===== config.mk =====
export PLATFORM = sky130hd
export DESIGN_NAME = multi_pin_edge_debouncer
export DESIGN_NICKNAME = d
export VERILOG_FILES = /design/src/sv/mpd_pkg.sv /design/src/sv/mpd_ctrl.sv /design/src/sv/mpd_dp.sv /design/src/sv/multi_pin_edge_debouncer.sv
export SDC_FILE = /design/constraint.sdc
export NUM_CORES = 2
export LEC_CHECK = 0
export CORE_MARGIN = 4
export CORE_UTILIZATION = 44
export CTS_CLUSTER_SIZE = 25
export DETAILED_ROUTE_END_ITERATION = 10
export DONT_BUFFER_PORTS = 1
export PLACE_DENSITY = 0.59
export SYNTH_ARGS = -nofsm -noshare
export SYNTH_HDL_FRONTEND = slang
export SYNTH_SLANG_ARGS = --single-unit

===== constraint.sdc =====
create_clock -name aclk -period 9.7 [get_ports aclk]
set_input_delay 0.97 -clock aclk [delete_from_list [all_inputs] [get_ports aclk]]
set_output_delay 0.97 -clock aclk [all_outputs]
set_load 0.05 [all_outputs]

===== src/sv/mpd_pkg.sv =====
`timescale 1ns / 1ps
`default_nettype none

package mpd_pkg;

    // Field widths of the streams
    localparam int PIN_W       = 16;
    localparam int CNT_W       = 8;
    localparam int OP_W        = 3;
    localparam int KIND_W      = 2;
    localparam int S_TDATA_W   = 24;
    localparam int M_TDATA_W   = 24;
    localparam int S_PAYLOAD_W = PIN_W + 1;
    localparam int M_PAYLOAD_W = PIN_W + 2;

    // Reload value of debounce_ticks after reset
    localparam logic [CNT_W-1:0] DEBOUNCE_RESET = 8'd10;

    // Operation codes on the input stream
    typedef enum logic [OP_W-1:0] {
        OP_TICK  = 3'd0,
        OP_EDGE  = 3'd1,
        OP_SUB   = 3'd2,
        OP_UNSUB = 3'd3,
        OP_QUERY = 3'd4
    } op_t;

    // Result kinds on the output stream
    typedef enum logic [KIND_W-1:0] {
        KIND_EVENT = 2'd0,
        KIND_SUB   = 2'd1,
        KIND_UNSUB = 2'd2,
        KIND_QUERY = 2'd3
    } kind_t;

    // Controller states
    typedef enum logic [1:0] {
        ST_IDLE = 2'd0,
        ST_EXEC = 2'd1,
        ST_WALK = 2'd2
    } state_t;

    // Commands from controller to datapath
    typedef struct packed {
        logic load_in;
        logic exec_tick;
        logic exec_edge;
        logic exec_sub;
        logic exec_unsub;
        logic exec_query;
        logic step;
        logic emit_event;
    } cmd_t;

    // Status from datapath to controller
    typedef struct packed {
        op_t  op;
        logic out_free;
        logic fire_here;
        logic idx_end;
    } stat_t;

endpackage

`default_nettype wire


===== src/sv/mpd_ctrl.sv =====
`timescale 1ns / 1ps
`default_nettype none

module mpd_ctrl (
    input  wire logic          aclk,
    input  wire logic          aresetn,
    input  wire logic          s_tvalid,
    output logic               s_tready,
    input  wire mpd_pkg::stat_t stat,
    output mpd_pkg::cmd_t      cmd
);

    mpd_pkg::state_t state_reg;
    mpd_pkg::state_t state_next;

    // State register
    always_ff @(posedge aclk) begin
        if (!aresetn) begin
            state_reg <= mpd_pkg::ST_IDLE;
        end else begin
            state_reg <= state_next;
        end
    end

    // Next state
    always_comb begin
        state_next = state_reg;
        unique case (state_reg)
            mpd_pkg::ST_IDLE: begin
                if (s_tvalid) begin
                    state_next = mpd_pkg::ST_EXEC;
                end
            end
            mpd_pkg::ST_EXEC: begin
                case (stat.op)
                    mpd_pkg::OP_TICK: state_next = mpd_pkg::ST_WALK;
                    mpd_pkg::OP_EDGE: state_next = mpd_pkg::ST_IDLE;
                    mpd_pkg::OP_SUB, mpd_pkg::OP_UNSUB, mpd_pkg::OP_QUERY: begin
                        if (stat.out_free) begin
                            state_next = mpd_pkg::ST_IDLE;
                        end
                    end
                    default: state_next = mpd_pkg::ST_IDLE;
                endcase
            end
            mpd_pkg::ST_WALK: begin
                // hold while a firing slot waits for the output register
                if ((!stat.fire_here || stat.out_free) && stat.idx_end) begin
                    state_next = mpd_pkg::ST_IDLE;
                end
            end
            default: state_next = mpd_pkg::ST_IDLE;
        endcase
    end

    // Outputs
    always_comb begin
        cmd      = '0;
        s_tready = 1'b0;
        unique case (state_reg)
            mpd_pkg::ST_IDLE: begin
                s_tready    = 1'b1;
                cmd.load_in = s_tvalid;
            end
            mpd_pkg::ST_EXEC: begin
                case (stat.op)
                    mpd_pkg::OP_TICK:  cmd.exec_tick  = 1'b1;
                    mpd_pkg::OP_EDGE:  cmd.exec_edge  = 1'b1;
                    mpd_pkg::OP_SUB:   cmd.exec_sub   = stat.out_free;
                    mpd_pkg::OP_UNSUB: cmd.exec_unsub = stat.out_free;
                    mpd_pkg::OP_QUERY: cmd.exec_query = stat.out_free;
                    default: ;
                endcase
            end
            mpd_pkg::ST_WALK: begin
                if (!stat.fire_here || stat.out_free) begin
                    cmd.step       = 1'b1;
                    cmd.emit_event = stat.fire_here;
                end
            end
            default: ;
        endcase
    end

endmodule

`default_nettype wire


===== src/sv/mpd_dp.sv =====
`timescale 1ns / 1ps
`default_nettype none

module mpd_dp #(
    parameter int SLOTS = 16
) (
    input  wire logic                            aclk,
    input  wire logic                            aresetn,
    input  wire mpd_pkg::cmd_t                   cmd,
    output mpd_pkg::stat_t                       stat,
    input  wire logic [mpd_pkg::S_TDATA_W-1:0]   s_tdata,
    input  wire logic [mpd_pkg::OP_W-1:0]        s_tuser,
    input  wire logic                            cfg_we,
    input  wire logic [mpd_pkg::CNT_W-1:0]       cfg_wdata,
    output logic                                 m_tvalid,
    input  wire logic                            m_tready,
    output logic [mpd_pkg::M_TDATA_W-1:0]        m_tdata,
    output logic [mpd_pkg::KIND_W-1:0]           m_tuser,
    output logic                                 m_tlast
);

    localparam int IDX_W = (SLOTS > 1) ? $clog2(SLOTS) : 1;

    // Captured input item
    mpd_pkg::op_t                op_reg;
    logic [mpd_pkg::PIN_W-1:0]   pin_reg;
    logic                        init_reg;

    logic [mpd_pkg::CNT_W-1:0]   debounce_reg;

    // Slot table
    logic [SLOTS-1:0]            used_reg, used_next;
    logic [SLOTS-1:0]            raw_reg, raw_next;
    logic [SLOTS-1:0]            rep_reg, rep_next;
    logic [SLOTS-1:0]            fire_reg, fire_next;
    logic [mpd_pkg::PIN_W-1:0]   slot_pin_reg [SLOTS];
    logic [mpd_pkg::PIN_W-1:0]   slot_pin_next [SLOTS];
    logic [mpd_pkg::CNT_W-1:0]   cnt_reg [SLOTS];
    logic [mpd_pkg::CNT_W-1:0]   cnt_next [SLOTS];

    logic [IDX_W-1:0]            idx_reg, idx_next;

    // Output register
    logic                        out_valid_reg, out_valid_next;
    mpd_pkg::kind_t              out_kind_reg, out_kind_next;
    logic [mpd_pkg::PIN_W-1:0]   out_pin_reg, out_pin_next;
    logic                        out_level_reg, out_level_next;
    logic                        out_ok_reg, out_ok_next;
    logic                        out_last_reg, out_last_next;
    logic                        out_load;

    logic                        match_found, free_found;
    logic [IDX_W-1:0]            match_idx, free_idx;
    logic [SLOTS-1:0]            fire_left;

    // Find the lowest used slot holding the pin and the lowest free slot
    always_comb begin
        match_found = 1'b0;
        match_idx   = '0;
        free_found  = 1'b0;
        free_idx    = '0;
        for (int i = SLOTS - 1; i >= 0; i--) begin
            if (used_reg[i] && (slot_pin_reg[i] == pin_reg)) begin
                match_found = 1'b1;
                match_idx   = IDX_W'(i);
            end
            if (!used_reg[i]) begin
                free_found = 1'b1;
                free_idx   = IDX_W'(i);
            end
        end
    end

    // Firing slots still to transfer after the current one
    always_comb begin
        fire_left          = fire_reg;
        fire_left[idx_reg] = 1'b0;
    end

    // Slot table update
    always_comb begin
        used_next     = used_reg;
        raw_next      = raw_reg;
        rep_next      = rep_reg;
        fire_next     = fire_reg;
        slot_pin_next = slot_pin_reg;
        cnt_next      = cnt_reg;
        idx_next      = idx_reg;

        if (cmd.exec_tick) begin
            idx_next = '0;
            for (int i = 0; i < SLOTS; i++) begin
                fire_next[i] = 1'b0;
                if (cnt_reg[i] != '0) begin
                    cnt_next[i] = cnt_reg[i] - 1'b1;
                    if ((cnt_reg[i] == mpd_pkg::CNT_W'(1)) && (raw_reg[i] != rep_reg[i])) begin
                        rep_next[i]  = ~rep_reg[i];
                        fire_next[i] = 1'b1;
                    end
                end
            end
        end

        if (cmd.step) begin
            fire_next = fire_left;
            idx_next  = idx_reg + 1'b1;
        end

        if (cmd.exec_edge && match_found) begin
            cnt_next[match_idx] = debounce_reg;
            raw_next[match_idx] = ~raw_reg[match_idx];
        end

        if (cmd.exec_sub && free_found) begin
            used_next[free_idx]     = 1'b1;
            slot_pin_next[free_idx] = pin_reg;
            raw_next[free_idx]      = init_reg;
            rep_next[free_idx]      = 1'b0;
            cnt_next[free_idx]      = '0;
        end

        if (cmd.exec_unsub && match_found) begin
            used_next[match_idx]     = 1'b0;
            slot_pin_next[match_idx] = '0;
            raw_next[match_idx]      = 1'b0;
            rep_next[match_idx]      = 1'b0;
            cnt_next[match_idx]      = '0;
        end
    end

    // Output register load
    always_comb begin
        out_load       = cmd.emit_event | cmd.exec_sub | cmd.exec_unsub | cmd.exec_query;
        out_kind_next  = out_kind_reg;
        out_pin_next   = out_pin_reg;
        out_level_next = out_level_reg;
        out_ok_next    = out_ok_reg;
        out_last_next  = out_last_reg;
        priority if (cmd.emit_event) begin
            out_kind_next  = mpd_pkg::KIND_EVENT;
            out_pin_next   = slot_pin_reg[idx_reg];
            out_level_next = rep_reg[idx_reg];
            out_ok_next    = 1'b1;
            out_last_next  = (fire_left == '0);
        end else if (cmd.exec_sub) begin
            out_kind_next  = mpd_pkg::KIND_SUB;
            out_pin_next   = pin_reg;
            out_level_next = 1'b0;
            out_ok_next    = free_found;
            out_last_next  = 1'b1;
        end else if (cmd.exec_unsub) begin
            out_kind_next  = mpd_pkg::KIND_UNSUB;
            out_pin_next   = pin_reg;
            out_level_next = 1'b0;
            out_ok_next    = match_found;
            out_last_next  = 1'b1;
        end else if (cmd.exec_query) begin
            out_kind_next  = mpd_pkg::KIND_QUERY;
            out_pin_next   = pin_reg;
            out_level_next = match_found & raw_reg[match_idx];
            out_ok_next    = match_found;
            out_last_next  = 1'b1;
        end else begin
            out_kind_next  = out_kind_reg;
        end

        if (out_load) begin
            out_valid_next = 1'b1;
        end else if (m_tready) begin
            out_valid_next = 1'b0;
        end else begin
            out_valid_next = out_valid_reg;
        end
    end

    // Control and table registers
    always_ff @(posedge aclk) begin
        if (!aresetn) begin
            used_reg      <= '0;
            raw_reg       <= '0;
            rep_reg       <= '0;
            fire_reg      <= '0;
            idx_reg       <= '0;
            out_valid_reg <= 1'b0;
            debounce_reg  <= mpd_pkg::DEBOUNCE_RESET;
            for (int i = 0; i < SLOTS; i++) begin
                cnt_reg[i] <= '0;
            end
        end else begin
            used_reg      <= used_next;
            raw_reg       <= raw_next;
            rep_reg       <= rep_next;
            fire_reg      <= fire_next;
            idx_reg       <= idx_next;
            out_valid_reg <= out_valid_next;
            cnt_reg       <= cnt_next;
            if (cfg_we) begin
                debounce_reg <= cfg_wdata;
            end
        end
    end

    // Payload registers
    always_ff @(posedge aclk) begin
        slot_pin_reg  <= slot_pin_next;
        out_kind_reg  <= out_kind_next;
        out_pin_reg   <= out_pin_next;
        out_level_reg <= out_level_next;
        out_ok_reg    <= out_ok_next;
        out_last_reg  <= out_last_next;
        if (cmd.load_in) begin
            op_reg   <= mpd_pkg::op_t'(s_tuser);
            pin_reg  <= s_tdata[mpd_pkg::PIN_W-1:0];
            init_reg <= s_tdata[mpd_pkg::PIN_W];
        end
    end

    // Status to the controller
    assign stat.op        = op_reg;
    assign stat.out_free  = ~out_valid_reg | m_tready;
    assign stat.fire_here = fire_reg[idx_reg];
    assign stat.idx_end   = (idx_reg == IDX_W'(SLOTS - 1));

    // Result stream
    assign m_tvalid = out_valid_reg;
    assign m_tdata  = {{(mpd_pkg::M_TDATA_W - mpd_pkg::M_PAYLOAD_W){1'b0}},
                       out_ok_reg, out_level_reg, out_pin_reg};
    assign m_tuser  = out_kind_reg;
    assign m_tlast  = out_last_reg;

endmodule

`default_nettype wire


===== src/sv/multi_pin_edge_debouncer.sv =====
// Each item is captured in ST_IDLE; no new item is taken until the block is back there.
// Subscribe, unsubscribe and query load their result in ST_EXEC; an edge only updates
// the slot table. A tick counts down in ST_EXEC, then walks all SLOTS slots in ST_WALK,
// emitting at most one event per cycle while the output register is free. A pending
// result with m_tready low holds ST_EXEC or the walk until it is taken.
// Reset (aresetn low, synchronous) clears the slot table and sets debounce_ticks to 10.
`timescale 1ns / 1ps
`default_nettype none

module multi_pin_edge_debouncer #(
    parameter int SLOTS = 16
) (
    input  wire logic                            aclk,
    input  wire logic                            aresetn,
    // config: debounce_ticks
    input  wire logic                            cfg_we,
    input  wire logic [mpd_pkg::CNT_W-1:0]       cfg_wdata,
    input  wire logic                            s_tvalid,
    output logic                                 s_tready,
    // [15:0] pin, [16] initial_level, rest zero
    input  wire logic [mpd_pkg::S_TDATA_W-1:0]   s_tdata,
    // [2:0] op
    input  wire logic [mpd_pkg::OP_W-1:0]        s_tuser,
    output logic                                 m_tvalid,
    input  wire logic                            m_tready,
    // [15:0] pin_out, [16] level, [17] ok, rest zero
    output logic [mpd_pkg::M_TDATA_W-1:0]        m_tdata,
    // [1:0] kind
    output logic [mpd_pkg::KIND_W-1:0]           m_tuser,
    output logic                                 m_tlast
);

    mpd_pkg::cmd_t  cmd;
    mpd_pkg::stat_t stat;

    mpd_ctrl u_ctrl (
        .aclk     (aclk),
        .aresetn  (aresetn),
        .s_tvalid (s_tvalid),
        .s_tready (s_tready),
        .stat     (stat),
        .cmd      (cmd)
    );

    mpd_dp #(
        .SLOTS (SLOTS)
    ) u_dp (
        .aclk      (aclk),
        .aresetn   (aresetn),
        .cmd       (cmd),
        .stat      (stat),
        .s_tdata   (s_tdata),
        .s_tuser   (s_tuser),
        .cfg_we    (cfg_we),
        .cfg_wdata (cfg_wdata),
        .m_tvalid  (m_tvalid),
        .m_tready  (m_tready),
        .m_tdata   (m_tdata),
        .m_tuser   (m_tuser),
        .m_tlast   (m_tlast)
    );

endmodule

`default_nettype wire

[Word-level counts from Yosys, hierarchy flattened]
Cells that the tools add are included.
Operators by class
  add/subtract/negate cells: 17
  magnitude comparators: 11
  equality and inequality tests: 58
  multiplexer cells: 224
  bitwise logic cells: 41
  reduce and logical (&&, ||, !) cells: 70
Operators with widths (number)
  two-way mux 128 bit: 4
  two-way mux 256 bit: 2
  two-way mux 16 bit: 18
  bitwise AND 128 bit: 2
  bitwise AND 256 bit: 1
  bitwise mux 256 bit: 1
  equality test 16 bit: 16
  inverter 128 bit: 2
  inverter 256 bit: 1
  two-way mux 8 bit: 18
  two-way mux 4 bit: 34
  bitwise mux 128 bit: 1
  demux 16 bit (select 4 bit): 2
  equality test 8 x 1 -> 1 bit (second input constant): 16
  nonzero test 8 bit: 16
  subtractor 8 x 1 -> 8 bit (second input constant): 16
  two-way mux 1 bit: 123
  bitwise AND 16 bit: 5
  binary-select mux 16 bit (select 4 bit): 1
  demux 8 bit (select 4 bit): 2
  inverter 16 bit: 3
  logical AND 1 bit: 41
  bitwise mux 16 bit: 2
  inverter 1 bit: 18
  36 further kinds: 76
Word-level totals
  bits in registers: 504
  logic and storage cells: 470

[Depth between registers and ports, before layout]
  depth in word-level cells: 29
  mapped depth: 16
  mapped depth without buffers: 11

[Modules after synthesis]
From an unflattened synthesis, not the netlist that was laid out.
Unflattened totals
  cells, all modules: 3296
  area total of the unflattened synthesis: 29851.1 sq um
By module, submodules not included
  mpd_dp: instances 1, cells an instance 3270, area each 29671.0 sq um
  mpd_ctrl: instances 1, cells an instance 26, area each 180.2 sq um

[Worst setup path after synthesis]
OpenSTA, ideal clock, no wires.
  kind: register -> register
  start: reg u_dp.pin_reg[12] (netlist name)
  end: reg u_dp.out_level_reg, data pin
  setup time: 0.256 ns
  arrival time: 3.190 ns
  required time: 9.444 ns
  slack: 6.254 ns
  stages on the path, launching flop included: 14
  buffers on the path: 2
  clock period less this slack: 3.446 ns
  path through: edfxtp_1 > buf_6 > buf_6 > xnor2_1 > nand4_1 > or4b_1 > or4_4 > nand3_1 > nor2_1 > a211oi_2 > mux2_2 > mux2i_1 > a21oi_1 > a41o_1
Between the ends
  longest elaborated chain between the ends: 25
  elaborated cells on any way between the ends: 71
RTL lines
  start, declared: line mpd_dp.sv:26  | logic [mpd_pkg::PIN_W-1:0] pin_reg;
  start signal, assigned: line mpd_dp.sv:213  | pin_reg <= s_tdata[mpd_pkg::PIN_W-1:0];
  equality test 16 bit: line mpd_dp.sv:63  | if (used_reg[i] && (slot_pin_reg[i] == pin_reg)) begin
  logical AND 1 bit: line mpd_dp.sv:63
  two-way mux 4 bit (16 in series): line mpd_dp.sv:63
  binary-select mux 1 bit (select 4 bit): line mpd_dp.sv:160  | out_level_next = match_found & raw_reg[match_idx];
  two-way mux 1 bit (implied by the code): line mpd_dp.sv:160
  bitwise AND 1 bit *: line mpd_dp.sv:160
  two-way mux 1 bit *: line mpd_dp.sv:157  | end else if (cmd.exec_query) begin
  two-way mux 1 bit *: line mpd_dp.sv:151  | end else if (cmd.exec_unsub) begin
  two-way mux 1 bit *: line mpd_dp.sv:145  | end else if (cmd.exec_sub) begin
  two-way mux 1 bit *: line mpd_dp.sv:139  | priority if (cmd.emit_event) begin
  net u_dp.out_level_next: line mpd_dp.sv:47  | logic out_level_reg, out_level_next;
  end signal, assigned: line mpd_dp.sv:208  | out_level_reg <= out_level_next;
  end, declared: line mpd_dp.sv:47
Mark *: on every way through the listed nets, which the timed path passes. The rest lies on a longest branch. The select of a mux whose other input is x is not followed.
A chain may end at the register's enable or synchronous reset.

[Final worst setup path]
  start: reg u_dp.pin_reg[6] (netlist name)
  end: reg u_dp.cnt_reg[96] (netlist name)
Between the ends
  longest elaborated chain between the ends: 29
  elaborated cells on any way between the ends: 79
RTL lines
  equality test 16 bit: line mpd_dp.sv:63
  logical AND 1 bit: line mpd_dp.sv:63
  two-way mux 4 bit (16 in series): line mpd_dp.sv:63
  inverter 4 -> 5 bit (implied by the code): line mpd_dp.sv:110, mpd_dp.sv:127
  greater-or-equal comparator 5 bit (implied by the code) / < comparator 5 x 1 -> 1 bit (equally long branches): line mpd_dp.sv:110, mpd_dp.sv:127
  logical AND 1 bit (implied by the code): line mpd_dp.sv:110, mpd_dp.sv:127
  two-way mux 8 bit (implied by the code): line mpd_dp.sv:110, mpd_dp.sv:127
  demux 8 bit (select 4 bit): line mpd_dp.sv:110, mpd_dp.sv:127
  bitwise mux 128 bit: line mpd_dp.sv:110  | cnt_next[match_idx] = debounce_reg;
  two-way mux 128 bit: line mpd_dp.sv:109  | if (cmd.exec_edge && match_found) begin
  bitwise AND 128 bit (no source line)
  two-way mux 128 bit: line mpd_dp.sv:114  | if (cmd.exec_sub && free_found) begin
  bitwise AND 128 bit (no source line)
  two-way mux 128 bit *: line mpd_dp.sv:122  | if (cmd.exec_unsub && match_found) begin
  end signal, assigned: line mpd_dp.sv:196  | cnt_reg <= cnt_next;
  end, declared: line mpd_dp.sv:38  | logic [mpd_pkg::CNT_W-1:0] cnt_reg [SLOTS];
Every way passes the cells marked *; elsewhere a longest branch is shown, timed or not.

==> results.ini <==
[grt]
grt_overflow = 0
number_of_antenna_violations_at_the_first_check_in_global_routing = 2
grt_pass1_wl_um = 147000
vias_in_the_first_global_route = 23400
grt_max_degree = 54
grt_usage_pct = 26.6

[clocking]
ctsResizeCount = 0
tritoncts.num_buffers = 57
max_clock_buf_depth = 3
cts_sinks = 504
post_cts_buffers = 0
cts_root_buf = clkbuf_16
h-tree-depth = 2
worst_setup_hold_path_clk_slew_ns = 0.06
clock_insertion_delay_worst_skew_ns = 0.63
post_cts_hold_buffer_count = 0
clock_tree_from_tritoncts = done

[route]
drt_pre_antenna_iters = 6
drc = 0
ant_nets = 0
detailedRoute.firstIterationViolations = 2288
detail_route.wirelength_um = 97700
vias_per_cell = 6.04
post_drt_wl_per_cell_um = 24.0
via_count = 24600

[synth]
synth_ff_type = dfxtp_1
syn-instance-count = 3260
synth.cell_area_um2 = 29700
ys_seq_area_share_pct = 35.3
synth_cell_type_count = 91
ys_ff_latch = 504
syn-mean-instance-area_um2 = 9.10
yosysWarningCount = 0
postSynth.asyncResetShare_pct = 0
number_of_flops_mapped_to_enable_cells_by_yosys = 38

[timing]
max_freq_mhz = 193
period_needed_ns = 5.19
finalHoldViolCount = 0
tightestPinTransition_ns = 1.22
worst_slew_margin_rel_pct = 18.7
worst_clock_skew_ns = 0.0252
post-route-period-util_pct = 53.5
grt_setup_unrepaired = false
whs_ns = 0.442
setup_total_negative_slack_ns = 0
finalMaxSlewViolations = 0
report.final.setup_viol = 0

[layout]
area_growth_syn_to_layout_pct = 8.16
seq_area_um2 = 10500
multiInputGateArea_um2 = 17900
n_fill_cell = 6233
nNetsFinal = 3248
layout-drive-gt1-share_pct = 10.7
largest_register_ffs = 256

[power]
total_power_mw = 4.93
clock_group_share_of_total_power_pct = 47.2
peakVddDrop_v = 0.000136
p_seq_share_pct = 44.9
power.switching_fraction_pct = 25.5
internal_power_mw = 3.67
leakagePower_nw = 12.0
power.density_nw_per_um2 = 154
combinationalPowerShare_pct = 7.9
net_load_switching_power_mw = 1.26

[die]
floorplan.die_area_um2 = 71700
placement_rows = 94
floorplan.core_area_um2 = 66300
floorplan.initialDensity_pct = 44.7
die_w_um = 268
die_h_um = 268
number_of_primary_i_o_pins = 69

[placed_design]
port_buffers = 0
gpl_wtd_cong = 0.991
post-dp-hpwl_um = 70200

[run]
drv_cap = 0

[worst_setup_path]
start_kind = flop
worstPathArrival_ns = 5.72
critPathRequiredTime_ns = 10.22
worstPathMaxFanout = 33
endpoint_kind = flop
worst-setup-path-type = flop to flop

[outcome]
run_status = finished, final reports clean

[min_path]
worstHoldPathType = primary input to flop

## layer usage
layer | up-vias | GRT usage (%) | wire (um)
met4 | 0 | 10.0 | 3880
met3 | 201 | 4.14 | 7120
met1 | 12200 | 36.9 | 42900
li1 | 11300 | - | -
met2 | 961 | 41.9 | 43900
met5 | - | 0 | 0
## worst max-delay path: stages (launching register included)
cell	delay, ns
edfxtp_1	0.35
buf_4	0.28
xnor2_1	0.51
nand4_1	0.15
nor4_1	0.76
nand4_1	0.38
o211a_1	0.25
a21oi_1	0.61
a2111o_1	0.69
nor2_1	0.08
buf_4	0.24
nor2b_1	0.30
o21ai_2	0.24
a211oi_1	0.22
## worst paths after layout
check,startpoint,to,cells after the start,slack [ns]
hold / removal,s_tdata[15],u_dp.pin_reg[15],0,0.44
setup reg to reg,u_dp.pin_reg[6],u_dp.cnt_reg[96],13,4.51
hold reg to reg,u_dp.slot_pin_reg[237],u_dp.slot_pin_reg[237],2,0.49
setup / recovery,u_dp.pin_reg[6],u_dp.cnt_reg[96],13,4.51
## final cells by class
| class | instances | area share [%] |
|---|---|---|
| repair buffers | 50 | 1.17 |
| clock inverters | 26 | 0.951 |
| diodes | 2 | 0.0156 |
| flip-flops and latches | 504 | 32.6 |
| clock buffers | 80 | 5.32 |
| multi-input cells | 2478 | 55.8 |
| inverters | 65 | 0.760 |
| well taps | 864 | 3.37 |
## metrics by stage
stage | setup WS (ns) | util [%] | std cells | cell area [um2]
finish | 4.51 | 48.4 | 4069 | 32100
global route | 4.34 | 48.4 | 4067 | 32100
CTS | 4.75 | 48.4 | 4067 | 32100
detailed placement | 4.79 | 45.3 | 3961 | 30100
global placement | 4.85 | 45.3 | 3961 | 30100
floorplan | 6.25 | - | 3265 | 29700
## cells in the mapped netlist (11+ instances only)
library cell / instances / area share (%)
mux2_2: 17 / 0.65
o21ai_1: 11 / 0.19
nand3_1: 55 / 0.93
mux4_2: 90 / 6.8
dfxtp_1: 466 / 31
buf_2: 53 / 0.89
buf_6: 20 / 0.76
or4_1: 62 / 1.6
xor2_1: 162 / 4.8
nor2_1: 454 / 5.7
buf_1: 27 / 0.34
or2_2: 19 / 0.40
nor3_1: 72 / 1.2
mux2i_1: 290 / 9.8
o21ai_0: 54 / 0.91
ha_1: 52 / 2.2
a211oi_1: 18 / 0.46
and2_1: 14 / 0.30
or3_1: 79 / 1.7
buf_4: 30 / 0.76
a21oi_1: 183 / 3.1
inv_1: 63 / 0.80
and3_1: 33 / 0.70
nand4_1: 65 / 1.4
nor3b_1: 11 / 0.28
nor2b_1: 25 / 0.53
xnor2_1: 214 / 6.3
edfxtp_1: 38 / 3.8
nor4_1: 44 / 0.93
clkbuf_1: 88 / 1.1
o211ai_1: 12 / 0.30
nand2_1: 238 / 3.0
nand2b_1: 22 / 0.46
## power groups by stage
stage               clock (mW)  combinational (mW)  sequential [mW]
finish                    2.33               0.390             2.21
global route              2.45               0.416             2.22
CTS                       2.36               0.384             2.21
detailed placement           0               0.382             2.26
global placement             0               0.378             2.26
floorplan                    0               0.309             2.22
## cells in the final DEF, fill, tap and decap left out, types with 52 or more instances in the layout
cell type	Yosys	layout
mux4_2	90	90
mux2i_1	290	290
o21ai_0	54	54
inv_1	63	63
xor2_1	162	162
ha_1	52	52
or4_1	62	62
nand4_1	65	65
clkbuf_16	0	61
a21oi_1	183	183
nand2_1	238	237
nand3_1	55	55
dfxtp_1	466	464
xnor2_1	214	214
or3_1	79	79
nor3_1	72	67
nor2_1	454	448
## logic make-up (layout without fill, tap and decap cells)
family / after synthesis / count (layout) / share of synthesized area, %
compound gates: 368 / 368 / 7.70
mux: 397 / 397 / 17.3
buf+inv: 283 / 221 / 4.69
flops: 504 / 504 / 35.3
other cells: 1 / 8 / 0.0126
simple gates: 1279 / 1279 / 21.8
fa+ha+maj: 52 / 52 / 2.19
xor+xnor: 376 / 376 / 11.1
(Power assumes the default switching activity.)
